--- config.mk ---
export PLATFORM = sky130hd
export DESIGN_NAME = sas_ctrl
export DESIGN_NICKNAME = d
export VERILOG_FILES = /design/src/sas_pkg.sv /design/src/sas_ctrl.sv
export SDC_FILE = /design/constraint.sdc
export NUM_CORES = 1
export LEC_CHECK = 0
export BUFFER_PORTS_ARGS = -buffer_cell sky130_fd_sc_hd__buf_4
export CAP_MARGIN = 20
export CORE_ASPECT_RATIO = 1.5
export CORE_MARGIN = 5
export CORE_UTILIZATION = 30
export CTS_BUF_LIST = sky130_fd_sc_hd__clkbuf_16
export DETAILED_ROUTE_END_ITERATION = 8
export GPL_ROUTABILITY_DRIVEN = 0
export GPL_TIMING_DRIVEN = 0
export PLACE_DENSITY = 0.53
export SLEW_MARGIN = 20
export SYNTH_ARGS = -nofsm -noshare
export SYNTH_HDL_FRONTEND = slang
export SYNTH_SLANG_ARGS = --single-unit
--- constraint.sdc ---
create_clock -name clk -period 3.7 [get_ports clk]
set_input_delay 0.185 -clock clk [delete_from_list [all_inputs] [get_ports clk]]
set_output_delay 0.185 -clock clk [all_outputs]
set_load 0.02 [all_outputs]
--- src/sas_pkg.sv ---
// ----------------------------------------------------------------------------
// sas_pkg
// Shared types, widths and constants for the steering agent step block.
// ----------------------------------------------------------------------------
package sas_pkg;

    localparam int FRAC_BITS = 16;
    localparam int WORD_BITS = 32;
    localparam int CFG_W     = 31;              // config register / unsigned input width
    localparam int CFG_IDX_W = 2;
    localparam int MAG_W     = 31;              // component magnitude after range shift
    localparam int VEC_W     = 48;              // work vector component, signed
    localparam int SH_W      = 5;               // range shift count
    localparam int SUM_W     = 64;              // sum of squares
    localparam int LEN_W     = 33;              // vector length
    localparam int DIST_W    = LEN_W + 3;
    localparam int PROD_W    = 2 * MAG_W;
    localparam int DIV_W     = 64;              // dividend / quotient width

    localparam logic [CFG_W-1:0] CFG_ONE  = CFG_W'(1) << FRAC_BITS;
    localparam logic [CFG_W-1:0] EPS_RAW  =
        (FRAC_BITS > 23) ? (CFG_W'(1) << (FRAC_BITS - 23)) : CFG_W'(1);
    localparam logic [MAG_W-1:0] WORD_MAX = {MAG_W{1'b1}};

    typedef enum logic [1:0] {
        CMD_TICK   = 2'd0,
        CMD_SEEK   = 2'd1,
        CMD_FLEE   = 2'd2,
        CMD_ARRIVE = 2'd3
    } cmd_t;

    typedef enum logic [CFG_IDX_W-1:0] {
        CFG_AGENT_MASS  = 2'd0,
        CFG_FORCE_LIMIT = 2'd1,
        CFG_SPEED_LIMIT = 2'd2
    } cfg_idx_t;

    typedef enum logic [4:0] {
        OP_NOP,
        OP_LD_SEEK,
        OP_LD_FLEE,
        OP_LD_ARR,
        OP_LD_FRC,
        OP_ABS,
        OP_SHIFT,
        OP_SQ,
        OP_ACC,
        OP_SQRT_GO,
        OP_ARR_MUL,
        OP_ARR_DGO,
        OP_ARR_LIM,
        OP_SC_MUL,
        OP_SC_DGO,
        OP_SC_WR,
        OP_FORCE,
        OP_AC_DGO,
        OP_AC_MUL,
        OP_AC_WR,
        OP_LIM_SPEED,
        OP_MOVE,
        OP_OUT
    } dp_op_t;

    typedef struct packed {
        logic        latch;
        dp_op_t      op;
        logic [1:0]  idx;
    } dp_cmd_t;

    typedef struct packed {
        cmd_t cmd;
        logic big;
        logic len_zero;
        logic no_clamp;
        logic frc_zero;
        logic near;
        logic far;
        logic div_done;
        logic sqrt_done;
    } dp_stat_t;

    typedef struct packed {
        cmd_t                    cmd;
        logic signed [WORD_BITS-1:0] target_x;
        logic signed [WORD_BITS-1:0] target_y;
        logic signed [WORD_BITS-1:0] target_z;
        logic signed [WORD_BITS-1:0] target_vel_x;
        logic signed [WORD_BITS-1:0] target_vel_y;
        logic signed [WORD_BITS-1:0] target_vel_z;
        logic [CFG_W-1:0]        slowing_distance;
        logic [CFG_W-1:0]        delta_time;
    } item_t;

    typedef struct packed {
        logic signed [WORD_BITS-1:0] pos_x;
        logic signed [WORD_BITS-1:0] pos_y;
        logic signed [WORD_BITS-1:0] pos_z;
        logic signed [WORD_BITS-1:0] vel_x;
        logic signed [WORD_BITS-1:0] vel_y;
        logic signed [WORD_BITS-1:0] vel_z;
    } res_t;

    // saturate a wide signed value to a state word
    function automatic logic signed [WORD_BITS-1:0] sat_word(input logic signed [VEC_W:0] v);
        logic [VEC_W-WORD_BITS+1:0] top;
        top = v[VEC_W:WORD_BITS-1];
        if (top == '0 || top == '1) begin
            return v[WORD_BITS-1:0];
        end
        else if (v[VEC_W]) begin
            return {1'b1, {(WORD_BITS-1){1'b0}}};
        end
        else begin
            return {1'b0, {(WORD_BITS-1){1'b1}}};
        end
    endfunction

endpackage

--- src/sas_ctrl.sv ---
// ----------------------------------------------------------------------------
// sas_ctrl
// Sequencer: steps the datapath through seek, flee, arrival and tick.
// ----------------------------------------------------------------------------
module sas_ctrl (
    input  logic                clk,
    input  logic                rst_n,
    input  logic                req_valid,
    output logic                req_ready,
    output logic                rsp_valid,
    input  logic                rsp_ready,
    input  sas_pkg::dp_stat_t   stat,
    output sas_pkg::dp_cmd_t    cmd
);

    typedef enum logic [4:0] {
        S_IDLE, S_DISPATCH, S_ABS, S_SHIFT, S_SQ, S_ACC, S_SQRT_GO, S_SQRT_WAIT,
        S_DECIDE, S_ARR_MUL, S_ARR_DGO, S_ARR_DWAIT, S_ARR_LIM,
        S_SC_MUL, S_SC_DGO, S_SC_DWAIT, S_SC_WR, S_FORCE,
        S_AC_DGO, S_AC_DWAIT, S_AC_MUL, S_AC_WR, S_VLIM, S_MOVE, S_OUT
    } state_t;

    typedef enum logic [1:0] {
        PH_SEEK, PH_ARR, PH_FCLAMP, PH_VCLAMP
    } phase_t;

    state_t     state_reg;
    phase_t     phase_reg;
    logic [1:0] idx_reg;
    logic       rsp_valid_reg;
    logic       out_free;

    assign out_free  = !rsp_valid_reg || rsp_ready;
    assign req_ready = (state_reg == S_IDLE);
    assign rsp_valid = rsp_valid_reg;

    always_comb
    begin
        cmd.latch = (state_reg == S_IDLE) && req_valid;
        cmd.idx   = idx_reg;
        cmd.op    = sas_pkg::OP_NOP;
        unique case (state_reg)
            S_DISPATCH:
            begin
                unique case (stat.cmd)
                    sas_pkg::CMD_TICK:  cmd.op = stat.frc_zero ? sas_pkg::OP_NOP
                                                               : sas_pkg::OP_LD_FRC;
                    sas_pkg::CMD_SEEK:  cmd.op = sas_pkg::OP_LD_SEEK;
                    sas_pkg::CMD_FLEE:  cmd.op = sas_pkg::OP_LD_FLEE;
                    default:            cmd.op = sas_pkg::OP_LD_ARR;
                endcase
            end
            S_ABS:       cmd.op = sas_pkg::OP_ABS;
            S_SHIFT:     cmd.op = stat.big ? sas_pkg::OP_SHIFT : sas_pkg::OP_NOP;
            S_SQ:        cmd.op = sas_pkg::OP_SQ;
            S_ACC:       cmd.op = sas_pkg::OP_ACC;
            S_SQRT_GO:   cmd.op = sas_pkg::OP_SQRT_GO;
            S_ARR_MUL:   cmd.op = sas_pkg::OP_ARR_MUL;
            S_ARR_DGO:   cmd.op = sas_pkg::OP_ARR_DGO;
            S_ARR_LIM:   cmd.op = sas_pkg::OP_ARR_LIM;
            S_SC_MUL:    cmd.op = stat.len_zero ? sas_pkg::OP_NOP : sas_pkg::OP_SC_MUL;
            S_SC_DGO:    cmd.op = sas_pkg::OP_SC_DGO;
            S_SC_WR:     cmd.op = sas_pkg::OP_SC_WR;
            S_FORCE:     cmd.op = sas_pkg::OP_FORCE;
            S_AC_DGO:    cmd.op = sas_pkg::OP_AC_DGO;
            S_AC_MUL:    cmd.op = sas_pkg::OP_AC_MUL;
            S_AC_WR:     cmd.op = sas_pkg::OP_AC_WR;
            S_VLIM:      cmd.op = sas_pkg::OP_LIM_SPEED;
            S_MOVE:      cmd.op = sas_pkg::OP_MOVE;
            S_OUT:       cmd.op = out_free ? sas_pkg::OP_OUT : sas_pkg::OP_NOP;
            default:     cmd.op = sas_pkg::OP_NOP;
        endcase
    end

    always_ff @(posedge clk or negedge rst_n)
    begin
        if (!rst_n)
        begin
            state_reg     <= S_IDLE;
            phase_reg     <= PH_SEEK;
            idx_reg       <= '0;
            rsp_valid_reg <= 1'b0;
        end
        else
        begin
            if (rsp_ready && !(state_reg == S_OUT && out_free))
                rsp_valid_reg <= 1'b0;
            unique case (state_reg)
                S_IDLE:
                begin
                    if (req_valid)
                        state_reg <= S_DISPATCH;
                end
                S_DISPATCH:
                begin
                    unique case (stat.cmd)
                        sas_pkg::CMD_TICK:
                        begin
                            phase_reg <= PH_FCLAMP;
                            state_reg <= stat.frc_zero ? S_OUT : S_ABS;
                        end
                        sas_pkg::CMD_SEEK, sas_pkg::CMD_FLEE:
                        begin
                            phase_reg <= PH_SEEK;
                            state_reg <= S_ABS;
                        end
                        default:
                        begin
                            phase_reg <= PH_ARR;
                            state_reg <= S_ABS;
                        end
                    endcase
                end
                S_ABS:
                begin
                    state_reg <= S_SHIFT;
                end
                S_SHIFT:
                begin
                    if (!stat.big)
                    begin
                        idx_reg   <= '0;
                        state_reg <= S_SQ;
                    end
                end
                S_SQ:
                begin
                    state_reg <= S_ACC;
                end
                S_ACC:
                begin
                    if (idx_reg == 2'd2)
                        state_reg <= S_SQRT_GO;
                    else
                    begin
                        idx_reg   <= idx_reg + 2'd1;
                        state_reg <= S_SQ;
                    end
                end
                S_SQRT_GO:
                begin
                    state_reg <= S_SQRT_WAIT;
                end
                S_SQRT_WAIT:
                begin
                    if (stat.sqrt_done)
                        state_reg <= S_DECIDE;
                end
                S_DECIDE:
                begin
                    idx_reg <= '0;
                    unique case (phase_reg)
                        PH_SEEK:
                            state_reg <= S_SC_MUL;
                        PH_ARR:
                        begin
                            if (stat.near)
                                state_reg <= S_OUT;
                            else if (stat.far)
                                state_reg <= S_SC_MUL;
                            else
                                state_reg <= S_ARR_MUL;
                        end
                        PH_FCLAMP:
                            state_reg <= (stat.len_zero || stat.no_clamp) ? S_AC_DGO : S_SC_MUL;
                        default:
                            state_reg <= (stat.len_zero || stat.no_clamp) ? S_MOVE : S_SC_MUL;
                    endcase
                end
                S_ARR_MUL:
                begin
                    state_reg <= S_ARR_DGO;
                end
                S_ARR_DGO:
                begin
                    state_reg <= S_ARR_DWAIT;
                end
                S_ARR_DWAIT:
                begin
                    if (stat.div_done)
                        state_reg <= S_ARR_LIM;
                end
                S_ARR_LIM:
                begin
                    idx_reg   <= '0;
                    state_reg <= S_SC_MUL;
                end
                S_SC_MUL:
                begin
                    state_reg <= stat.len_zero ? S_SC_WR : S_SC_DGO;
                end
                S_SC_DGO:
                begin
                    state_reg <= S_SC_DWAIT;
                end
                S_SC_DWAIT:
                begin
                    if (stat.div_done)
                        state_reg <= S_SC_WR;
                end
                S_SC_WR:
                begin
                    if (idx_reg == 2'd2)
                    begin
                        idx_reg <= '0;
                        unique case (phase_reg)
                            PH_FCLAMP: state_reg <= S_AC_DGO;
                            PH_VCLAMP: state_reg <= S_MOVE;
                            default:   state_reg <= S_FORCE;
                        endcase
                    end
                    else
                    begin
                        idx_reg   <= idx_reg + 2'd1;
                        state_reg <= S_SC_MUL;
                    end
                end
                S_FORCE:
                begin
                    state_reg <= S_OUT;
                end
                S_AC_DGO:
                begin
                    state_reg <= S_AC_DWAIT;
                end
                S_AC_DWAIT:
                begin
                    if (stat.div_done)
                        state_reg <= S_AC_MUL;
                end
                S_AC_MUL:
                begin
                    state_reg <= S_AC_WR;
                end
                S_AC_WR:
                begin
                    if (idx_reg == 2'd2)
                        state_reg <= S_VLIM;
                    else
                    begin
                        idx_reg   <= idx_reg + 2'd1;
                        state_reg <= S_AC_DGO;
                    end
                end
                S_VLIM:
                begin
                    phase_reg <= PH_VCLAMP;
                    state_reg <= S_ABS;
                end
                S_MOVE:
                begin
                    state_reg <= S_OUT;
                end
                S_OUT:
                begin
                    if (out_free)
                    begin
                        rsp_valid_reg <= 1'b1;
                        state_reg     <= S_IDLE;
                    end
                end
                default:
                begin
                    state_reg <= S_IDLE;
                end
            endcase
        end
    end

endmodule
==> results_dict.tcl <==
set metrics [dict create \
    outcome "finished clean" \
    postCtsSetupBuffers 0 \
    fmax_mhz 437 \
    clkSlewWorstSetupHoldPaths_ns 0.04 \
    asyncSetResetFlopFracSynth_pct 100 \
    finalNetCount 232 \
    post-synth-top-count-cell "o21ai_0" \
    largest_fanout_of_any_net_on_the_critical_path 10 \
    finalHoldViolations 0 \
    h-tree-depth 1 \
    rsz0062_at_grt "false" \
    met3_length_um 349 \
    synth_top_flop_cell "dfrtp_1" \
    final_clock_skew_ns 0.00203 \
    postSynthRegisterBits 10 \
    die_height_um 92.4 \
    totalWireLength_mm 4.61 \
    mappedNetlistNets 203 \
    post_detailed_route_count_of_antenna_violating_nets 0 \
    grt_start_max_net_pins 11 \
    drt-met1-wl_mm 1.75 \
    maxSlewHeadroom_pct 60.0 \
    cts_sink_count 10 \
    io_buffers 23 \
    cells_taking_the_most_area_after_synthesis "dfrtp_1 (18%), o21ai_0 (7.0%), nand2_1 (4.4%), a21oi_1 (4.1%), buf_2 (4.1%)" \
    max_reg_flops 5 \
    top_cell_type_s_share_of_synthesized_area_pct 18.4 \
    report.final.slew_viol_count 0 \
    netlist-cell-type-count 51 \
    synth_commonest_cells "o21ai_0 (19), nand2_1 (16), nor2_1 (14)" \
    ioPinCount 24 \
    first_global_vias 1622 \
    synth.avg_cell_area_sq_um 7.30 \
    synthToLayoutAreaGrowth_pct 23.4 \
    worst-setup-path-type "reg2out" \
    critical-path-slowest-cell "nor3_2" \
    drv.max_cap_violation_count 0 \
    initialDrtViolationCount 102 \
    highest_layer "met4" \
    cellLeakagePower_nw 0.692 \
    core.rowCount 30 \
    antenna_cells_inserted 0 \
    worstPathBufferInverterCount 2 \
    holdBufCountCts 1 \
    post-route-cell-area_sq_mm 0.00168 \
    timing.critical_path.cells "buf_2 > nor3_2 > nand2_1 > o22ai_1 > a211oi_1 > o21ai_0 > buf_4" \
    synth_edf_count 0 \
    worst_slew_pin_slew_ns 0.598 \
    place_area_sq_mm 0.00159 \
    post_synth_inst_count 186 \
    insertion_delay_ns 0.23 \
    detailroute.via_count 1587 \
    cts_resized 0 \
    grt_overflow_total 0 \
    grt.total_usage_pct 16.3 \
    first_pass_grt_wire_length_mm 7.67 \
    critical-path-max-stage-delay_ns 0.49 \
    critical_path.startpoint_type "flop" \
    fin_tns_setup_ns 0 \
    data_required_time_of_the_worst_path_ns 3.51 \
    wl_per_cell_um 17.7 \
    die_w_um 64.9 \
    cts_buffers 3 \
    final_cell_count_no_fill 261 \
    detailedPlacementHpwl_mm 3.59 \
    layout_worst_path_cycle_share_pct 61.8 \
    cp-end-kind "output port" \
    hold_path_class "in2reg" \
    core-area_sq_mm 0.00447 \
    ctsRootBufferMaster "clkbuf_16" \
    total_power_mw 1.57 \
    initial_antenna_violation_count 0 \
    route.detailed.drc 0 \
    timing.reg2reg.setup_slack_ns 1.74 \
    setup-violations-final 0 \
    drt-vias-per-instance 6.08 \
    cp_data_arrival_time_ns 2.10 \
    synth.yosys.warnings 0 \
    placed_cells 257 \
    effective_utilization_at_floorplan_pct 30.4 \
    floorplan.die_area_sq_mm 0.00600 \
    fin_crit_ns 2.29 \
    yosysTopAreaCell "dfrtp_1" \
    clock_tree.buffer_depth 2 \
    power_density_mw_per_mm2 936 \
    ys_seq_area_share_pct 18.4 \
    route.met2.wl_mm 2.24 \
    tritoncts_clock_tree "built" \
    peak_vdd_ir_v 0.000330 \
    final_layout_size_suffix_gt1_share_pct 24.4 \
    timing.critical_path.max_delay_family "simple AND/OR/NAND/NOR gates" \
    synthesis.area_sq_mm 0.00136 \
    firstDrtPassIters 4 \
]
## power by group
part,internal (mW),switching (mW),total (mW)
logic,0.459,0.716,1.17
clock network,0.140,0.0466,0.186
registers,0.155,0.0515,0.207
total,0.754,0.814,1.57
## path summary, 6_finish.rpt
path,start,end,depth (start not counted)
max,state_reg[3],cmd[4],7
min,stat[9],phase_reg[1],2
max reg2reg,state_reg[0],state_reg[0],6
min reg2reg,rsp_valid,rsp_valid,2
max in group asynchronous,rst_n,state_reg[3],2
min in group asynchronous,rst_n,rsp_valid,2
## cell usage in the layout (no fill, tap or decap), types with 2 or more instances in the layout
| master | netlist | routed |
|---|---|---|
| nor2_1 | 14 | 14 |
| nand3b_1 | 2 | 2 |
| o31ai_1 | 2 | 2 |
| o22ai_1 | 3 | 3 |
| o21ai_0 | 19 | 19 |
| a31oi_1 | 3 | 3 |
| a211oi_1 | 3 | 3 |
| clkbuf_16 | 0 | 3 |
| nand2_1 | 16 | 16 |
| buf_6 | 3 | 3 |
| a221oi_1 | 3 | 3 |
| a32oi_1 | 2 | 2 |
| o2bb2ai_1 | 5 | 5 |
| ha_1 | 3 | 3 |
| nor3_1 | 4 | 4 |
| dfrtp_1 | 10 | 10 |
| buf_4 | 1 | 24 |
| nand2b_1 | 7 | 7 |
| o211ai_1 | 2 | 2 |
| buf_2 | 11 | 11 |
| and2b_1 | 2 | 2 |
| nor3_2 | 2 | 2 |
| inv_1 | 9 | 9 |
| and3_1 | 4 | 4 |
| nand4_1 | 4 | 4 |
| a21oi_1 | 11 | 11 |
| mux2i_1 | 2 | 2 |
| nor2b_1 | 8 | 8 |
| a22oi_1 | 3 | 3 |
| nand3_1 | 6 | 6 |
## stage by stage
step                worst slack, ns  util [%]  hold slack [ns]
detailed placement             1.71      35.6           0.0319
floorplan                      1.92         -           -0.111
CTS                            1.45      37.5            0.269
finish                         1.41      37.5            0.266
global placement               1.68      35.6           0.0271
global route                   1.35      37.5            0.286
## metal layers
| metal | vias up | GRT usage [%] |
|---|---|---|
| met2 | 92 | 27.6 |
| met3 | 25 | 2.43 |
| li1 | 753 | - |
| met4 | 0 | 12.3 |
| met5 | - | 0 |
| met1 | 717 | 17.9 |
## logic make-up after synthesis
family / synth area share [%]
AOI/OAI and AO/OA: 37.1
adders and majority gates: 2.77
buffers and inverters: 9.58
DFF: 18.4
muxes: 1.47
and+or+nand+nor: 30.7
## area by class of cell
| class | instances | area (sq um) |
|---|---|---|
| clock buffer | 3 | 75.1 |
| timing repair buffer | 24 | 183 |
| fill | 472 | 2790 |
| tap | 48 | 60.1 |
| inverter | 9 | 33.8 |
| multi-input combinational | 152 | 977 |
| buffer | 15 | 96.3 |
| sequential | 10 | 250 |
Power figures use the tool's default switching activity.
